File: src/mft_pkg.sv
// Shared types, codes and reset values for the motor feedback tracker.
package mft_pkg;

    // Register indexes on the configuration port
    typedef enum logic [1:0] {
        REG_RESOLUTION = 2'd0,
        REG_TRACK      = 2'd1,
        REG_TIMEOUT    = 2'd2,
        REG_STALL      = 2'd3
    } reg_index_t;

    // Item kind carried on tuser
    typedef enum logic {
        MODE_FRAME = 1'b0,
        MODE_TICK  = 1'b1
    } mode_t;

    typedef enum logic [1:0] {
        STATUS_OFFLINE = 2'd0,
        STATUS_STOPPED = 2'd1,
        STATUS_RUNNING = 2'd2
    } status_t;

    localparam int CfgDataWidth = 17;
    localparam int InDataWidth  = 56;
    localparam int OutDataWidth = 96;

    localparam logic [16:0] ResolutionReset = 17'd8192;
    localparam logic        TrackReset      = 1'b0;
    localparam logic [15:0] TimeoutReset    = 16'd50;
    localparam logic [14:0] StallReset      = 15'd50;
    localparam logic [15:0] SilenceMax      = 16'hFFFF;

    typedef struct packed {
        logic [16:0] resolution;
        logic        track;
        logic [15:0] timeout;
        logic [14:0] stall;
    } cfg_t;

    typedef struct packed {
        mode_t       mode;
        logic [7:0]  angle_high;
        logic [7:0]  angle_low;
        logic [7:0]  speed_high;
        logic [7:0]  speed_low;
        logic [7:0]  current_high;
        logic [7:0]  current_low;
        logic [7:0]  temperature_byte;
    } in_item_t;

    typedef struct packed {
        logic [15:0] angle;
        logic [15:0] speed;
        logic [15:0] current;
        logic [7:0]  temperature;
        logic [31:0] position;
        status_t     motor_status;
    } result_t;

endpackage

File: src/mft_cfg.sv
// Configuration register file of the motor feedback tracker.
module mft_cfg
    import mft_pkg::*;
(
    input  logic                    aclk,
    input  logic                    aresetn,
    input  logic                    wr_en,
    input  logic [1:0]              wr_index,
    input  logic [CfgDataWidth-1:0] wr_data,
    output cfg_t                    cfg
);

    cfg_t cfg_reg;
    cfg_t cfg_next;

    always_comb begin
        cfg_next = cfg_reg;
        if (wr_en) begin
            unique case (reg_index_t'(wr_index))
                REG_RESOLUTION: cfg_next.resolution = wr_data;
                REG_TRACK:      cfg_next.track      = wr_data[0];
                REG_TIMEOUT:    cfg_next.timeout    = wr_data[15:0];
                REG_STALL:      cfg_next.stall      = wr_data[14:0];
                default:        cfg_next = cfg_reg;
            endcase
        end
    end

    always_ff @(posedge aclk) begin
        if (!aresetn) begin
            cfg_reg.resolution <= ResolutionReset;
            cfg_reg.track      <= TrackReset;
            cfg_reg.timeout    <= TimeoutReset;
            cfg_reg.stall      <= StallReset;
        end else begin
            cfg_reg <= cfg_next;
        end
    end

    assign cfg = cfg_reg;

endmodule

File: src/mft_tracker.sv
// Tracker state and the single-pass frame decode, unwrap and status logic.
module mft_tracker
    import mft_pkg::*;
(
    input  logic     aclk,
    input  logic     aresetn,
    input  logic     advance,
    input  in_item_t item,
    input  cfg_t     cfg,
    output result_t  result
);

    logic [15:0] last_angle_reg, last_angle_next;
    logic        first_pending_reg, first_pending_next;
    logic [31:0] position_reg, position_next;
    logic [15:0] angle_reg, angle_next;
    logic [15:0] speed_reg, speed_next;
    logic [15:0] current_reg, current_next;
    logic [7:0]  temp_reg, temp_next;
    logic [15:0] silence_reg, silence_next;
    status_t     status_reg, status_next;

    logic [15:0]        ang;
    logic signed [16:0] diff;
    logic [16:0]        diff_mag;
    logic [15:0]        half_res;
    logic signed [17:0] diff_fix;
    logic [15:0]        silence_inc;
    logic [16:0]        speed_mag;

    assign ang      = {item.angle_high, item.angle_low};
    assign diff     = signed'({ang[15], ang}) - signed'({last_angle_reg[15], last_angle_reg});
    assign diff_mag = diff[16] ? 17'(-diff) : 17'(diff);
    assign half_res = cfg.resolution[16:1];

    always_comb begin
        if (diff_mag > {1'b0, half_res}) begin
            if (diff[16]) begin
                diff_fix = signed'({diff[16], diff}) + signed'({1'b0, cfg.resolution});
            end else begin
                diff_fix = signed'({diff[16], diff}) - signed'({1'b0, cfg.resolution});
            end
        end else begin
            diff_fix = signed'({diff[16], diff});
        end
    end

    // Tick path: saturating count, then classify from the stored speed
    assign silence_inc = (silence_reg == SilenceMax) ? silence_reg : silence_reg + 16'd1;
    assign speed_mag   = speed_reg[15] ? (17'h10000 - {1'b0, speed_reg}) : {1'b0, speed_reg};

    always_comb begin
        last_angle_next    = last_angle_reg;
        first_pending_next = first_pending_reg;
        position_next      = position_reg;
        angle_next         = angle_reg;
        speed_next         = speed_reg;
        current_next       = current_reg;
        temp_next          = temp_reg;
        silence_next       = silence_reg;
        status_next        = status_reg;

        unique case (item.mode)
            MODE_FRAME: begin
                angle_next   = ang;
                speed_next   = {item.speed_high, item.speed_low};
                current_next = {item.current_high, item.current_low};
                temp_next    = item.temperature_byte;
                silence_next = '0;
                if (!cfg.track) begin
                    position_next      = '0;
                    first_pending_next = 1'b1;
                end else if (first_pending_reg) begin
                    last_angle_next    = ang;
                    first_pending_next = 1'b0;
                end else begin
                    position_next   = position_reg + {{14{diff_fix[17]}}, diff_fix};
                    last_angle_next = ang;
                end
            end
            MODE_TICK: begin
                silence_next = silence_inc;
                if (silence_inc > cfg.timeout) begin
                    status_next = STATUS_OFFLINE;
                end else if (speed_mag < {2'b00, cfg.stall}) begin
                    status_next = STATUS_STOPPED;
                end else begin
                    status_next = STATUS_RUNNING;
                end
            end
            default: ;
        endcase
    end

    always_ff @(posedge aclk) begin
        if (!aresetn) begin
            last_angle_reg    <= '0;
            first_pending_reg <= 1'b1;
            position_reg      <= '0;
            angle_reg         <= '0;
            speed_reg         <= '0;
            current_reg       <= '0;
            temp_reg          <= '0;
            silence_reg       <= SilenceMax;
            status_reg        <= STATUS_OFFLINE;
        end else if (advance) begin
            last_angle_reg    <= last_angle_next;
            first_pending_reg <= first_pending_next;
            position_reg      <= position_next;
            angle_reg         <= angle_next;
            speed_reg         <= speed_next;
            current_reg       <= current_next;
            temp_reg          <= temp_next;
            silence_reg       <= silence_next;
            status_reg        <= status_next;
        end
    end

    // The result reflects the state after this item
    assign result.angle        = angle_next;
    assign result.speed        = speed_next;
    assign result.current      = current_next;
    assign result.temperature  = temp_next;
    assign result.position     = position_next;
    assign result.motor_status = status_next;

endmodule

File: src/motor_feedback_tracker_unit.sv
// Top level of the motor feedback tracker: input register, tracker, result register.
//
// Usage:
//   The s_ channel carries one item per transaction: tuser = 0 marks a 7-byte
//   motor feedback frame in tdata, tuser = 1 a one-millisecond tick (tdata
//   ignored). Every item yields exactly one result transaction on the m_
//   channel with the latest decoded angle, speed, current, temperature, the
//   multi-turn position and the motor status.
//   The cfg channel writes one register per transaction (cfg_ready is always
//   high); write only while no item is in flight.
//   An accepted item goes into the input register, then into the result
//   register when that is free, and its result is then on the m_ channel.
//   Throughput: one item per cycle while m_tready is high; the decode, wrap
//   correction and 32-bit position add fit between the two registers.
//   When m_tready is low, the result register holds and one more item can
//   wait in the input register; s_tready drops only when both are full.
//   Reset (aresetn low, synchronous) empties both registers, restores the
//   configuration defaults, marks the motor offline with a saturated
//   silence count and zero position, and arms the first-sample flag.
module motor_feedback_tracker_unit
    import mft_pkg::*;
(
    input  logic                    aclk,
    input  logic                    aresetn,
    input  logic                    s_tvalid,
    output logic                    s_tready,
    // angle_high, angle_low, speed_high, speed_low, current_high,
    // current_low, temperature_byte (8 bits each, from bit 0 up)
    input  logic [InDataWidth-1:0]  s_tdata,
    // mode
    input  logic                    s_tuser,
    output logic                    m_tvalid,
    input  logic                    m_tready,
    // angle[15:0], speed[31:16], current[47:32], temperature[55:48],
    // position[87:56], motor_status[89:88], zero fill [95:90]
    output logic [OutDataWidth-1:0] m_tdata,
    input  logic                    cfg_valid,
    output logic                    cfg_ready,
    input  logic [1:0]              cfg_index,
    input  logic [CfgDataWidth-1:0] cfg_data
);

    in_item_t in_item_reg;
    logic     in_vld_reg;
    result_t  out_res_reg;
    logic     out_vld_reg;
    cfg_t     cfg;
    result_t  result;
    logic     out_free;
    logic     advance;

    assign cfg_ready = 1'b1;
    assign out_free  = !out_vld_reg || m_tready;
    assign advance   = in_vld_reg && out_free;
    assign s_tready  = !in_vld_reg || out_free;

    mft_cfg u_cfg (
        .aclk     (aclk),
        .aresetn  (aresetn),
        .wr_en    (cfg_valid && cfg_ready),
        .wr_index (cfg_index),
        .wr_data  (cfg_data),
        .cfg      (cfg)
    );

    mft_tracker u_tracker (
        .aclk    (aclk),
        .aresetn (aresetn),
        .advance (advance),
        .item    (in_item_reg),
        .cfg     (cfg),
        .result  (result)
    );

    always_ff @(posedge aclk) begin
        if (!aresetn) begin
            in_vld_reg <= 1'b0;
        end else if (s_tready) begin
            in_vld_reg <= s_tvalid;
        end
    end

    always_ff @(posedge aclk) begin
        if (s_tvalid && s_tready) begin
            in_item_reg.mode             <= mode_t'(s_tuser);
            in_item_reg.angle_high       <= s_tdata[7:0];
            in_item_reg.angle_low        <= s_tdata[15:8];
            in_item_reg.speed_high       <= s_tdata[23:16];
            in_item_reg.speed_low        <= s_tdata[31:24];
            in_item_reg.current_high     <= s_tdata[39:32];
            in_item_reg.current_low      <= s_tdata[47:40];
            in_item_reg.temperature_byte <= s_tdata[55:48];
        end
    end

    always_ff @(posedge aclk) begin
        if (!aresetn) begin
            out_vld_reg <= 1'b0;
        end else if (out_free) begin
            out_vld_reg <= in_vld_reg;
        end
    end

    always_ff @(posedge aclk) begin
        if (advance) begin
            out_res_reg <= result;
        end
    end

    assign m_tvalid = out_vld_reg;
    assign m_tdata  = {6'b0, out_res_reg.motor_status, out_res_reg.position,
                       out_res_reg.temperature, out_res_reg.current,
                       out_res_reg.speed, out_res_reg.angle};

    a_reset_empties: assert property (@(posedge aclk)
        !aresetn |=> !m_tvalid && s_tready)
        else $error("pipeline not empty after reset");

    a_advance_fills_out: assert property (@(posedge aclk) disable iff (!aresetn)
        advance |=> m_tvalid)
        else $error("processed item did not reach the result register");

    a_stall_only_when_full: assert property (@(posedge aclk) disable iff (!aresetn)
        !s_tready |-> in_vld_reg && out_vld_reg && !m_tready)
        else $error("input stalled with room in the pipeline");

    a_status_legal: assert property (@(posedge aclk) disable iff (!aresetn)
        m_tvalid |-> out_res_reg.motor_status <= STATUS_RUNNING)
        else $error("undefined motor status code");

endmodule

File: config.mk
export PLATFORM = sky130hd
export DESIGN_NAME = motor_feedback_tracker_unit
export DESIGN_NICKNAME = d
export VERILOG_FILES = /design/src/mft_pkg.sv /design/src/mft_cfg.sv /design/src/mft_tracker.sv /design/src/motor_feedback_tracker_unit.sv
export SDC_FILE = /design/constraint.sdc
export NUM_CORES = 1
export LEC_CHECK = 0
export ABC_AREA = 1
export BUFFER_PORTS_ARGS = -buffer_cell sky130_fd_sc_hd__buf_2
export CORE_MARGIN = 2
export CORE_UTILIZATION = 30
export CTS_BUF_LIST = sky130_fd_sc_hd__clkbuf_16
export CTS_CLUSTER_DIAMETER = 150
export DETAILED_ROUTE_END_ITERATION = 10
export HOLD_SLACK_MARGIN = 0.03
export MAX_ROUTING_LAYER = met4
export PLACE_DENSITY = 0.49
export SLEW_MARGIN = 25
export SYNTH_ARGS = -nofsm -noshare
export SYNTH_HDL_FRONTEND = slang
export SYNTH_HIERARCHICAL = 1
export SYNTH_SLANG_ARGS = --single-unit
File: constraint.sdc
create_clock -name aclk -period 21.2 [get_ports aclk]
set_input_delay 4.24 -clock aclk [delete_from_list [all_inputs] [get_ports aclk]]
set_output_delay 4.24 -clock aclk [all_outputs]
set_load 0.01 [all_outputs]
==> results.py <==
metrics = {
    "hold_path": {
        "hold_path.class": "reg2reg",
        "hp-start": "u_tracker/last_angle_reg[4]",
    },
    "synth": {
        "synth_seq_cells": 321,
        "synth_top_cell_by_area": "edfxtp_1",
        "synth-simple-area-share_pct": 22.0,
        "yosysSeqAreaShare_pct": 43.2,
        "yosysMostFrequentCell": "nand2_1",
        "syn_inst": 2344,
        "synth_edf_count": 147,
        "synth_xor_area_share_pct": 3.77,
        "synth_fa_ha_area_share_pct": 8.54,
        "ys_top_cells_by_area": "edfxtp_1, dfxtp_1, nand2_1",
        "synth.top_cell.area_share_pct": 24.1,
        "synth_area_um2": 18300,
        "synth-compound-area-share_pct": 13.8,
        "muxShareOfSynthArea_pct": 0,
        "synth_common_cells": "nand2_1, inv_1, a21oi_1",
        "synth_warnings": 6,
        "synth_top_family_by_area": "simple AND/OR/NAND/NOR gates",
        "synth_ff_type": "dfxtp_1",
        "async_reset_ff_share_pct": 0,
        "syn_area_per_cell_um2": 7.80,
        "ys_types": 62,
    },
    "clock_tree": {
        "cts_sinks": 321,
        "clock_path_buffers": 3,
        "cts_tree": "yes",
        "postCtsHoldBufs": 0,
        "clk_pin_slew_ns": 0.06,
        "insertion_delay_ns": 0.56,
        "post_cts_buffers": 0,
        "cts.repair.resized": 0,
        "root_buffer": "clkbuf_16",
        "cts_max_level": 2,
        "numCtsBuffers": 38,
    },
    "sta": {
        "period_share_pct": 42.3,
        "worst_slew_pin_slew_ns": 0.965,
        "fin_crit_ns": 8.97,
        "maxSlewViolCount": 0,
        "setup_viol": 0,
        "fmax_ghz": 0.111,
        "fin_ws_ns": 12.23,
        "relSlewSlack_pct": 35.7,
        "tns_ns": 0,
        "fin_worst_skew_ns": 0.0299,
        "whs_ns": 0.456,
        "hold_violations": 0,
        "grt_setup_unrepaired": "no",
    },
    "setup_path": {
        "end_kind": "primary output",
        "cp_data_arrival_time_ns": 4.73,
        "crit_start": "m_tready",
        "timing.reg2reg.setup_slack_ns": 13.55,
        "cp_max_fo": 3,
        "start_kind": "primary input",
        "path_class": "in2out",
        "crit_required_ns": 16.96,
        "r2r_start": "in_item_reg[40]",
    },
    "layout": {
        "multi_input_area_um2": 8820,
        "drive_gt1_share_pct": 11.6,
        "final_area_um2": 21100,
        "ff_latch_area_um2": 7900,
        "n_fill_cell": 6267,
        "largest_reg_flops": 90,
        "nets": 2681,
        "syn_to_final_growth_pct": 15.6,
    },
    "route": {
        "vias_per_cell": 4.68,
        "wl_met1_mm": 22.2,
        "wl_met2_mm": 25.4,
        "top_layer": "met4",
        "drc": 0,
        "drt_iter0_drc": 798,
        "post_drt_wl_per_cell_um": 15.5,
        "detail_route.first_pass.iterations": 5,
        "drt-total-wl_mm": 50.9,
        "postRouteAntennaNets": 0,
        "vias": 15400,
        "wl_met3_mm": 1.97,
    },
    "floorplanning": {
        "io_pins": 180,
        "dieArea_um2": 62900,
        "die_w_um": 251,
        "start_util_pct": 30.3,
        "rows": 90,
        "core_region_area_um2": 60200,
        "die_y_um": 251,
    },
    "placement": {
        "dpl.hpwl_mm": 36.0,
        "placed_area_um2": 19800,
        "gp_congestion": 0.892,
        "io_buffers": 172,
        "dpl_worst_slack_ns": 12.23,
    },
    "power": {
        "power.density_nw_per_um2": 89.1,
        "power.leakage_uw": 0.00959,
        "power.total_uw": 1880,
        "vdd_drop_max_mv": 0.0547,
    },
    "global_route": {
        "grt_pass1_wl_mm": 80.4,
        "grt_usage_pct": 16.4,
        "grt_max_degree": 89,
        "grt_pass1_vias": 14900,
        "gr-total-overflow": 0,
        "antenna_found_initial": 1,
    },
    "run": {
        "maxCapViolations": 0,
    },
    "outcome": {
        "status": "complete, no violations",
    },
}
[power breakdown]
part | leakage, µW | total (µW) | internal (µW) | switching [µW]
combinational | 0.00604 | 477 | 160 | 317
sequential | 0.00284 | 693 | 678 | 15.6
clock | 0.000700 | 715 | 445 | 270
total | 0.00959 | 1880 | 1280 | 602
[per-stage QoR]
stage	util (%)	cells
2_1_floorplan	-	2349
3_3_place_gp	32.8	3219
3_5_place_dp	32.8	3219
4_1_cts	35.1	3288
5_1_grt	35.1	3289
6_report	35.1	3289
[worst paths after layout]
check | to | cells after the start
max | s_tready | 4
min | u_tracker/last_angle_reg[4] | 2
max reg2reg | m_tdata[80] | 46
min reg2reg | u_tracker/last_angle_reg[4] | 2
[per-layer routing]
layer  vias up  track usage (%)
met1      7086             19.4
met5         -                -
li1       7975                -
met2       280             28.9
met4         0             4.72
met3        66             2.30
[cells by family after synthesis]
kind of cell               count (synthesis)
AOI/OAI and AO/OA                        455
xor gates and xnor gates                  77
adders and majority gates                123
buffers and inverters                    397
DFF                                      321
other                                      2
and+or+nand+nor                          969
[cell type report]
| class | count | share of cell area, % |
|---|---|---|
| tap | 782 | 4.63 |
| timing repair buffer | 185 | 4.53 |
| inverter | 300 | 5.34 |
| clock inverter | 30 | 1.80 |
| clock buffer | 39 | 4.62 |
| multi-input combinational | 1631 | 41.7 |
| sequential | 321 | 37.4 |
| antenna | 1 | 0.0118 |
[worst max-delay path, cell delays in order]
cell,delay [ns]
buf_2,0.09
inv_1,0.13
nand3_2,0.11
buf_2,0.16
[layout by cell type, fill, tap and decap left out, drive strengths merged, types with 10 or more instances in the layout]
master	instances
a21oi	246
buf	185
clkbuf	39
dfxtp	174
edfxtp	147
ha	120
inv	312
nand2	625
nand3	87
nand4	29
nor2	180
nor3	26
o211ai	16
o21ai	134
xnor2	10
xor2	67
Power figures use the tool's default switching activity.
